**config.mk**
```make
export PLATFORM = sky130hd
export DESIGN_NAME = mlpsig_ctrl
export DESIGN_NICKNAME = d
export VERILOG_FILES = /design/src/rtl/core/mlpsig_pkg.sv /design/src/rtl/core/mlpsig_ctrl.sv
export SDC_FILE = /design/constraint.sdc
export NUM_CORES = 1
export LEC_CHECK = 0
export ABC_AREA = 1
export BUFFER_PORTS_ARGS = -buffer_cell sky130_fd_sc_hd__buf_4
export CAP_MARGIN = 40
export CORE_MARGIN = 2
export CORE_UTILIZATION = 61
export DETAILED_ROUTE_END_ITERATION = 8
export PLACE_DENSITY_LB_ADDON = 0.3
export SETUP_SLACK_MARGIN = 0.3
export SLEW_MARGIN = 20
export SYNTH_ARGS = -nofsm -noshare
export SYNTH_HDL_FRONTEND = slang
export SYNTH_SLANG_ARGS = --single-unit
```
**constraint.sdc**
```tcl
create_clock -name clock -period 6.2 [get_ports clock]
set_input_delay 1.24 -clock clock [delete_from_list [all_inputs] [get_ports clock]]
set_output_delay 1.24 -clock clock [all_outputs]
set_load 0.05 [all_outputs]
```
**src/rtl/core/mlpsig_pkg.sv**
```systemverilog
// Shared types, constants and the exponent step table of the sigmoid inference unit.
`timescale 1ns / 1ps
package mlpsig_pkg;

   localparam int DATA_W      = 16;
   localparam int SCORE_W     = 13;
   localparam int IDX_W       = 4;
   localparam int REQ_TDATA_W = 48;
   localparam int RSP_TDATA_W = 24;
   localparam int CSR_IDX_W   = 3;
   localparam int CSR_DATA_W  = 16;
   localparam int EXP_Q       = 32;
   localparam int EXP_STEPS   = 16;

   localparam logic [CSR_IDX_W-1:0] CSR_LAYER_COUNT = 3'd0;
   localparam logic [CSR_IDX_W-1:0] CSR_WIDTH0      = 3'd1;
   localparam logic [CSR_IDX_W-1:0] CSR_WIDTH1      = 3'd2;
   localparam logic [CSR_IDX_W-1:0] CSR_WIDTH2      = 3'd3;
   localparam logic [CSR_IDX_W-1:0] CSR_WIDTH3      = 3'd4;
   localparam logic [CSR_IDX_W-1:0] CSR_BIAS0       = 3'd5;
   localparam logic [CSR_IDX_W-1:0] CSR_BIAS1       = 3'd6;
   localparam logic [CSR_IDX_W-1:0] CSR_BIAS2       = 3'd7;

   localparam logic FUNC_WEIGHT = 1'b0;
   localparam logic FUNC_SAMPLE = 1'b1;

   // exp(-2^i / 4096) as an unsigned Q0.32 fraction
   function automatic logic [EXP_Q-1:0] exp_step(input int bit_idx);
      real v;
      int  hi;
      int  lo;
      v  = $exp(-(2.0 ** bit_idx) / 4096.0);
      hi = $rtoi(v * 65536.0);
      lo = $rtoi((v * 65536.0 - real'(hi)) * 65536.0);
      return {hi[15:0], lo[15:0]};
   endfunction

   localparam logic [EXP_Q-1:0] EXP_TAB [EXP_STEPS] = '{
      exp_step(0),  exp_step(1),  exp_step(2),  exp_step(3),
      exp_step(4),  exp_step(5),  exp_step(6),  exp_step(7),
      exp_step(8),  exp_step(9),  exp_step(10), exp_step(11),
      exp_step(12), exp_step(13), exp_step(14), exp_step(15)
   };

   typedef struct packed {
      logic act_we;
      logic act_from_sig;
      logic act_re;
      logic act_clear;
      logic wt_we;
      logic wt_re;
      logic mac_valid;
      logic mac_first;
      logic mac_last;
      logic sig_start;
      logic out_load;
      logic out_last;
   } dp_cmd_type;

   typedef struct packed {
      logic mac_done;
      logic sig_done;
      logic out_free;
   } dp_sts_type;

endpackage

```
**src/rtl/core/mlpsig_ctrl.sv**
```systemverilog
// Controller: configuration registers, request intake and the layer/neuron/term sequencer.
`timescale 1ns / 1ps
module mlpsig_ctrl #(
   parameter int MAX_WIDTH  = 16,
   parameter int MAX_LAYERS = 4
) (
   input  logic                                  clock,
   input  logic                                  reset,
   input  logic                                  req_valid,
   output logic                                  req_ready,
   input  logic                                  func,
   input  logic [1:0]                            source_layer,
   input  logic [3:0]                            source_unit,
   input  logic [3:0]                            dest_unit,
   input  logic                                  last_sample,
   input  logic                                  csr_we,
   input  logic [mlpsig_pkg::CSR_IDX_W-1:0]      csr_index,
   input  logic [mlpsig_pkg::CSR_DATA_W-1:0]     csr_wdata,
   input  mlpsig_pkg::dp_sts_type                sts,
   output mlpsig_pkg::dp_cmd_type                cmd,
   output logic [$clog2(2*MAX_WIDTH)-1:0]        act_waddr,
   output logic [$clog2(2*MAX_WIDTH)-1:0]        act_raddr,
   output logic [$clog2((MAX_LAYERS-1)*MAX_WIDTH*MAX_WIDTH)-1:0] wt_waddr,
   output logic [$clog2((MAX_LAYERS-1)*MAX_WIDTH*MAX_WIDTH)-1:0] wt_raddr,
   output logic [mlpsig_pkg::DATA_W-1:0]         bias_out,
   output logic [mlpsig_pkg::IDX_W-1:0]          out_index
);
   import mlpsig_pkg::*;

   localparam int AAW    = $clog2(2 * MAX_WIDTH);
   localparam int WAW    = $clog2((MAX_LAYERS - 1) * MAX_WIDTH * MAX_WIDTH);
   localparam int IW     = $clog2(MAX_WIDTH);
   localparam int CW     = $clog2(MAX_WIDTH + 1);
   localparam int L_TOP  = (MAX_LAYERS < 4) ? MAX_LAYERS : 4;

   typedef enum logic [6:0] {
      S_IDLE    = 7'b0000001,
      S_LOAD    = 7'b0000010,
      S_DRAIN   = 7'b0000100,
      S_SIG     = 7'b0001000,
      S_STORE   = 7'b0010000,
      S_EMIT_RD = 7'b0100000,
      S_EMIT_LD = 7'b1000000
   } ctrl_state_type;

   function automatic logic [CW-1:0] eff_w(input logic [4:0] w);
      if (w == 5'd0) begin
         return CW'(1);
      end else if (int'(w) > MAX_WIDTH) begin
         return CW'(MAX_WIDTH);
      end
      return CW'(w);
   endfunction

   ctrl_state_type    state_ff, state_in;
   logic [2:0]        layer_count_ff;
   logic [4:0]        width_ff [4];
   logic [DATA_W-1:0] bias_ff [3];
   logic [CW-1:0]     count_ff, count_in;
   logic [1:0]        layer_ff, layer_in;
   logic [IW-1:0]     j_ff, j_in;
   logic [IW-1:0]     k_ff, k_in;

   logic [2:0]        layers_eff;
   logic [1:0]        layer_top;
   logic [CW-1:0]     w0, wprev, wcur, wlast;
   logic              k_last, j_last, e_last;
   logic              accept;
   logic              wt_addr_ok;
   logic [AAW-1:0]    cur_base, nxt_base, out_base;

   always_comb begin
      if (layer_count_ff < 3'd2) begin
         layers_eff = 3'd2;
      end else if (int'(layer_count_ff) > L_TOP) begin
         layers_eff = 3'(L_TOP);
      end else begin
         layers_eff = layer_count_ff;
      end
   end

   assign layer_top = 2'(layers_eff - 3'd1);
   assign w0        = eff_w(width_ff[0]);
   assign wprev     = eff_w(width_ff[layer_ff - 2'd1]);
   assign wcur      = eff_w(width_ff[layer_ff]);
   assign wlast     = eff_w(width_ff[layer_top]);
   assign k_last    = (CW'(k_ff) + CW'(1)) == wprev;
   assign j_last    = (CW'(j_ff) + CW'(1)) == wcur;
   assign e_last    = (CW'(j_ff) + CW'(1)) == wlast;
   assign accept    = req_valid & req_ready;
   assign wt_addr_ok = (int'(source_layer) <= MAX_LAYERS - 2) &&
                       (int'(source_unit) < MAX_WIDTH) && (int'(dest_unit) < MAX_WIDTH);

   // the two activation banks alternate from layer to layer
   assign cur_base = (layer_ff[0] == 1'b1) ? '0 : AAW'(MAX_WIDTH);
   assign nxt_base = (layer_ff[0] == 1'b1) ? AAW'(MAX_WIDTH) : '0;
   assign out_base = (layer_top[0] == 1'b1) ? AAW'(MAX_WIDTH) : '0;

   assign wt_waddr  = WAW'((int'(source_layer) * MAX_WIDTH + int'(source_unit)) * MAX_WIDTH
                           + int'(dest_unit));
   assign wt_raddr  = WAW'((int'(layer_ff - 2'd1) * MAX_WIDTH + int'(k_ff)) * MAX_WIDTH
                           + int'(j_ff));
   assign act_waddr = (state_ff == S_IDLE) ? AAW'(count_ff) : nxt_base + AAW'(j_ff);
   assign act_raddr = (state_ff == S_LOAD) ? cur_base + AAW'(k_ff) : out_base + AAW'(j_ff);
   assign bias_out  = bias_ff[layer_ff - 2'd1];
   assign out_index = IDX_W'(j_ff);
   assign req_ready = (state_ff == S_IDLE);

   always_ff @(posedge clock) begin
      if (reset) begin
         layer_count_ff <= 3'd2;
         width_ff[0]    <= 5'd16;
         width_ff[1]    <= 5'd16;
         width_ff[2]    <= 5'd16;
         width_ff[3]    <= 5'd16;
         bias_ff[0]     <= '0;
         bias_ff[1]     <= '0;
         bias_ff[2]     <= '0;
      end else if (csr_we) begin
         case (csr_index)
            CSR_LAYER_COUNT: layer_count_ff <= csr_wdata[2:0];
            CSR_WIDTH0:      width_ff[0]    <= csr_wdata[4:0];
            CSR_WIDTH1:      width_ff[1]    <= csr_wdata[4:0];
            CSR_WIDTH2:      width_ff[2]    <= csr_wdata[4:0];
            CSR_WIDTH3:      width_ff[3]    <= csr_wdata[4:0];
            CSR_BIAS0:       bias_ff[0]     <= csr_wdata;
            CSR_BIAS1:       bias_ff[1]     <= csr_wdata;
            CSR_BIAS2:       bias_ff[2]     <= csr_wdata;
            default: begin
            end
         endcase
      end
   end

   always_comb begin
      state_in = state_ff;
      count_in = count_ff;
      layer_in = layer_ff;
      j_in     = j_ff;
      k_in     = k_ff;
      cmd      = '0;
      case (state_ff)
         S_IDLE: begin
            if (accept) begin
               if (func == FUNC_WEIGHT) begin
                  cmd.wt_we = wt_addr_ok;
               end else begin
                  if (count_ff < w0) begin
                     cmd.act_we = 1'b1;
                     count_in   = count_ff + 1'b1;
                  end
                  if (last_sample) begin
                     layer_in = 2'd1;
                     j_in     = '0;
                     k_in     = '0;
                     state_in = S_LOAD;
                  end
               end
            end
         end
         S_LOAD: begin
            cmd.act_re    = 1'b1;
            cmd.wt_re     = 1'b1;
            cmd.mac_valid = 1'b1;
            cmd.mac_first = (k_ff == '0);
            cmd.mac_last  = k_last;
            k_in          = k_ff + 1'b1;
            if (k_last) begin
               state_in = S_DRAIN;
            end
         end
         S_DRAIN: begin
            if (sts.mac_done) begin
               cmd.sig_start = 1'b1;
               state_in      = S_SIG;
            end
         end
         S_SIG: begin
            if (sts.sig_done) begin
               state_in = S_STORE;
            end
         end
         S_STORE: begin
            cmd.act_we       = 1'b1;
            cmd.act_from_sig = 1'b1;
            k_in             = '0;
            if (j_last) begin
               j_in = '0;
               if (layer_ff == layer_top) begin
                  state_in = S_EMIT_RD;
               end else begin
                  layer_in = layer_ff + 1'b1;
                  state_in = S_LOAD;
               end
            end else begin
               j_in     = j_ff + 1'b1;
               state_in = S_LOAD;
            end
         end
         S_EMIT_RD: begin
            cmd.act_re = 1'b1;
            state_in   = S_EMIT_LD;
         end
         S_EMIT_LD: begin
            if (sts.out_free) begin
               cmd.out_load = 1'b1;
               cmd.out_last = e_last;
               if (e_last) begin
                  cmd.act_clear = 1'b1;
                  count_in      = '0;
                  state_in      = S_IDLE;
               end else begin
                  j_in     = j_ff + 1'b1;
                  state_in = S_EMIT_RD;
               end
            end
         end
         default: begin
            state_in = S_IDLE;
         end
      endcase
   end

   always_ff @(posedge clock) begin
      if (reset) begin
         state_ff <= S_IDLE;
         count_ff <= '0;
      end else begin
         state_ff <= state_in;
         count_ff <= count_in;
      end
      layer_ff <= layer_in;
      j_ff     <= j_in;
      k_ff     <= k_in;
   end

`ifndef NO_ASSERTIONS
   a_store_after_sig: assert property (@(posedge clock) disable iff (reset)
      (state_ff == S_STORE) |-> $past(sts.sig_done))
      else $error("activation store without a finished sigmoid");
   a_load_when_free: assert property (@(posedge clock) disable iff (reset)
      cmd.out_load |-> sts.out_free)
      else $error("result register overwritten while occupied");
   a_idle_after_clear: assert property (@(posedge clock) disable iff (reset)
      $rose(state_ff == S_IDLE) |-> $past(cmd.act_clear))
      else $error("run ended without clearing the activation buffer");
`endif
endmodule

```
==> metrics.yaml <==
synthesis:
  synth_ff_type: "edfxtp_1"
  synth.avg_cell_area_sq_um: 7.90
  yosys-top-cells-count: "nand2_1 (230), inv_1 (83), nor2_1 (83)"
  synth_fp_nets: 742
  yosysTopAreaCell: "edfxtp_1"
  netlist_instances: 692
  yosys.cell_count.top_type: "nand2_1"
  yosys.area.top_type_share: 0.428
  ys_types: 38
  yosys_warnings: 0
  synth_area_sq_mm: 0.00547
  yosys-top-cells-area: "edfxtp_1 (43%), nand2_1 (16%), dfxtp_1 (6.2%), inv_1 (5.7%), nor2_1 (5.7%)"
  synth-edff-count: 78
  ys_seq_elements: 95
  synth_async_sr_flop_share: 0
  ys_seq_area_frac: 0.491
routing:
  drt_iter0_drc: 404
  vias: 4888
  dr.pass1.iters: 5
  ant_nets: 0
  viasPerCell: 5.62
  wl_microns: 13700
  drc_errors: 0
  avgRoutedWirePerCell_microns: 15.7
global_routing:
  grt_pass1_vias: 4728
  grt_pass1_wl_microns: 22200
  grt_max_degree: 24
  antenna_found_initial: 0
  grt_use_total: 0.287
  grt.overflow.total: 0
power:
  power.density_mw_per_mm2: 486
  p_clk_frac: 0.147
  pwr-share-seq: 0.297
  leakage_nw: 2.97
  switching_power_w: 0.00158
  totalPowerFinal_w: 0.00305
  swShare: 0.518
  p_int_w: 0.00147
  vdd_drop_max_mv: 0.311
  combPwrFrac: 0.556
sta:
  tightestPinTransition_ns: 0.757
  hold_viol_final: 0
  setup_violations: 0
  fmax_mhz: 217
  finalMaxSlewViolations: 0
  min_period_ns: 4.61
  relSlewSlack: 0.494
  tns_ns: 0
  rsz0062_at_grt: "false"
  worst_slack_ns: 1.59
  fin_skew_ns: 0.0121
  finalCritPeriodShare: 0.744
cts:
  tritoncts: "done"
  htreeDepth: 3
  cts_buffer_depth: 2
  clkSinkCount: 95
  postCtsHoldBufs: 0
  cts_buffers: 9
  post_cts_buffers: 0
  ctsResizeCount: 0
  cts_root_buf: "clkbuf_8"
  clk_pin_slew_ns: 0.10
  insertion_delay_ns: 0.37
setup_path:
  critical_path.slowest_cell: "edfxtp_1"
  critPathKind: "reg2out"
  r2r-end: "state_ff[5]"
  cp_top_family: "simple AND/OR/NAND/NOR gates"
  reg2reg_from: "layer_ff[0]"
  path_buf_inv: 3
  cp.required_ns: 4.96
  slowest_delay_ns: 0.63
  crit_path_cell_trace: "inv_2 > nand2_1 > nand2_2 > nand2_1 > nand2_1 > nor4_1 > ha_1 > inv_1 > nand2_1 > nand3_1 > nand2_1 > nor2_1 > nand2_1 > nor2_1 > buf_4"
  rr_worst_depth: 18
  crit_path_frequent_cell: "nand2_1"
  worstPathArrival_ns: 3.37
  rrSetupSlack_ns: 2.91
  endpoint_kind: "output pin"
  cp_max_fo: 23
  worstSetupStartpointType: "flop"
layout:
  nets: 806
  areaGrowthSynthToFinish_pct: 15.0
  stdcell_area_sq_mm: 0.00629
  diodes: 0
  drive_gt1_frac: 0.162
worst_hold_path:
  worstHoldEndpoint: "layer_count_ff[0]"
  min_from: "layer_count_ff[0]"
  hold_depth: 2
  min_path_type: "reg2reg"
placed_design:
  place_congestion: 0.916
  dpl_cell_area_sq_mm: 0.00607
  place_ws_ns: 2.04
  detailed_place_hpwl_microns: 10200
  io_buffers: 84
die:
  die_y_microns: 98.7
  die_area_sq_mm: 0.00974
  core_area_sq_mm: 0.00872
  die_x_microns: 98.7
  num_rows: 34
  ios: 101
  initial_core_util: 0.627
run:
  maxCapViolations: 0
status:
  outcome: "complete, no violations"
==> power by group through the flow <==
stage | clock [W] | sequential [W] | combinational, W
6_report | 0.000450 | 0.000906 | 0.00170
5_1_grt | 0.000472 | 0.000919 | 0.00184
4_1_cts | 0.000450 | 0.000904 | 0.00169
3_5_place_dp | 0 | 0.000917 | 0.00168
3_3_place_gp | 0 | 0.000912 | 0.00166
2_1_floorplan | 0 | 0.000980 | 0.00118
==> cell type report <==
cell class / instances / area [sq um]
clock inverter: 7 / 97.6
fill: 696 / 2430
sequential: 95 / 2680
clock buffer: 9 / 124
inverter: 87 / 329
timing repair buffer: 87 / 653
multi-input combinational: 476 / 2270
tap: 108 / 135
==> tightest hold or removal path, delay by kind of cell, from the launching register on <==
kind	cells	cell delay, ns
flops	1	0.32
buf+inv	1	0.05
compound gates	1	0.05
==> layer usage <==
| metal | wire [microns] | track usage | vias to the layer above |
|---|---|---|---|
| met2 | 6750 | 0.487 | 229 |
| met4 | 443 | 0.133 | 0 |
| met1 | 5420 | 0.360 | 2246 |
| met3 | 1040 | 0.0489 | 41 |
| li1 | - | - | 2372 |
| met5 | 0 | 0 | - |
==> registers in the layout, summed over array words and instances (netlist names), named ones only <==
| name | count |
|---|---|
| count_ff | 5 |
| layer_ff | 2 |
| state_ff | 7 |
| width_ff | 20 |
| k_ff | 4 |
| out_index | 4 |
| bias_ff | 48 |
| layer_count_ff | 3 |
==> layout by cell type (no fill, tap or decap), types with 3 or more instances in the layout <==
cell      netlist  layout
nand4_1         8       8
inv_8           0       3
a21oi_1        15      15
ha_1           12      12
clkbuf_8        0       9
nor3_1          3       3
inv_1          83      83
edfxtp_1       78      78
xor2_1          5       5
buf_4          17      87
or2_2           3       3
inv_2           3       3
a22oi_1        16      16
nand2_2         4       4
nand3_1        54      54
nor4_1          4       3
dfxtp_1        17      17
o21ai_0        18      18
nand2_1       230     230
nor2_1         83      83
==> how the worst max path moves through the flow <==
stage,startpoint,endpoint,slack (ns),depth (start not counted)
after floorplan,layer_count_ff[2],cmd[8],1.84,16
after detailed placement,layer_ff[0],cmd[3],2.04,15
after global placement,layer_ff[0],cmd[3],2.16,15
after global routing,layer_ff[0],cmd[3],1.25,16
after CTS,layer_ff[0],cmd[3],1.59,15
final,layer_ff[0],cmd[3],1.59,15
==> per-stage QoR <==
step | std cells | utilization | hold slack, ns
2_1_floorplan | 692 | - | 0.424
3_3_place_gp | 853 | 0.696 | 0.435
3_5_place_dp | 853 | 0.696 | 0.452
4_1_cts | 869 | 0.721 | 0.467
5_1_grt | 869 | 0.721 | 0.497
6_report | 869 | 0.721 | 0.466
==> cell families (layout without fill, tap and decap cells) <==
| kind of cell | Yosys count | count (layout) | synth area share |
|---|---|---|---|
| xor gates and xnor gates | 5 | 5 | 0.00801 |
| DFF | 95 | 95 | 0.491 |
| adders and majority gates | 12 | 12 | 0.0275 |
| and+or+nand+nor | 397 | 397 | 0.305 |
| buffers and inverters | 121 | 190 | 0.0968 |
| AOI/OAI and AO/OA | 62 | 62 | 0.0721 |
Power figures use the tool's default switching activity.
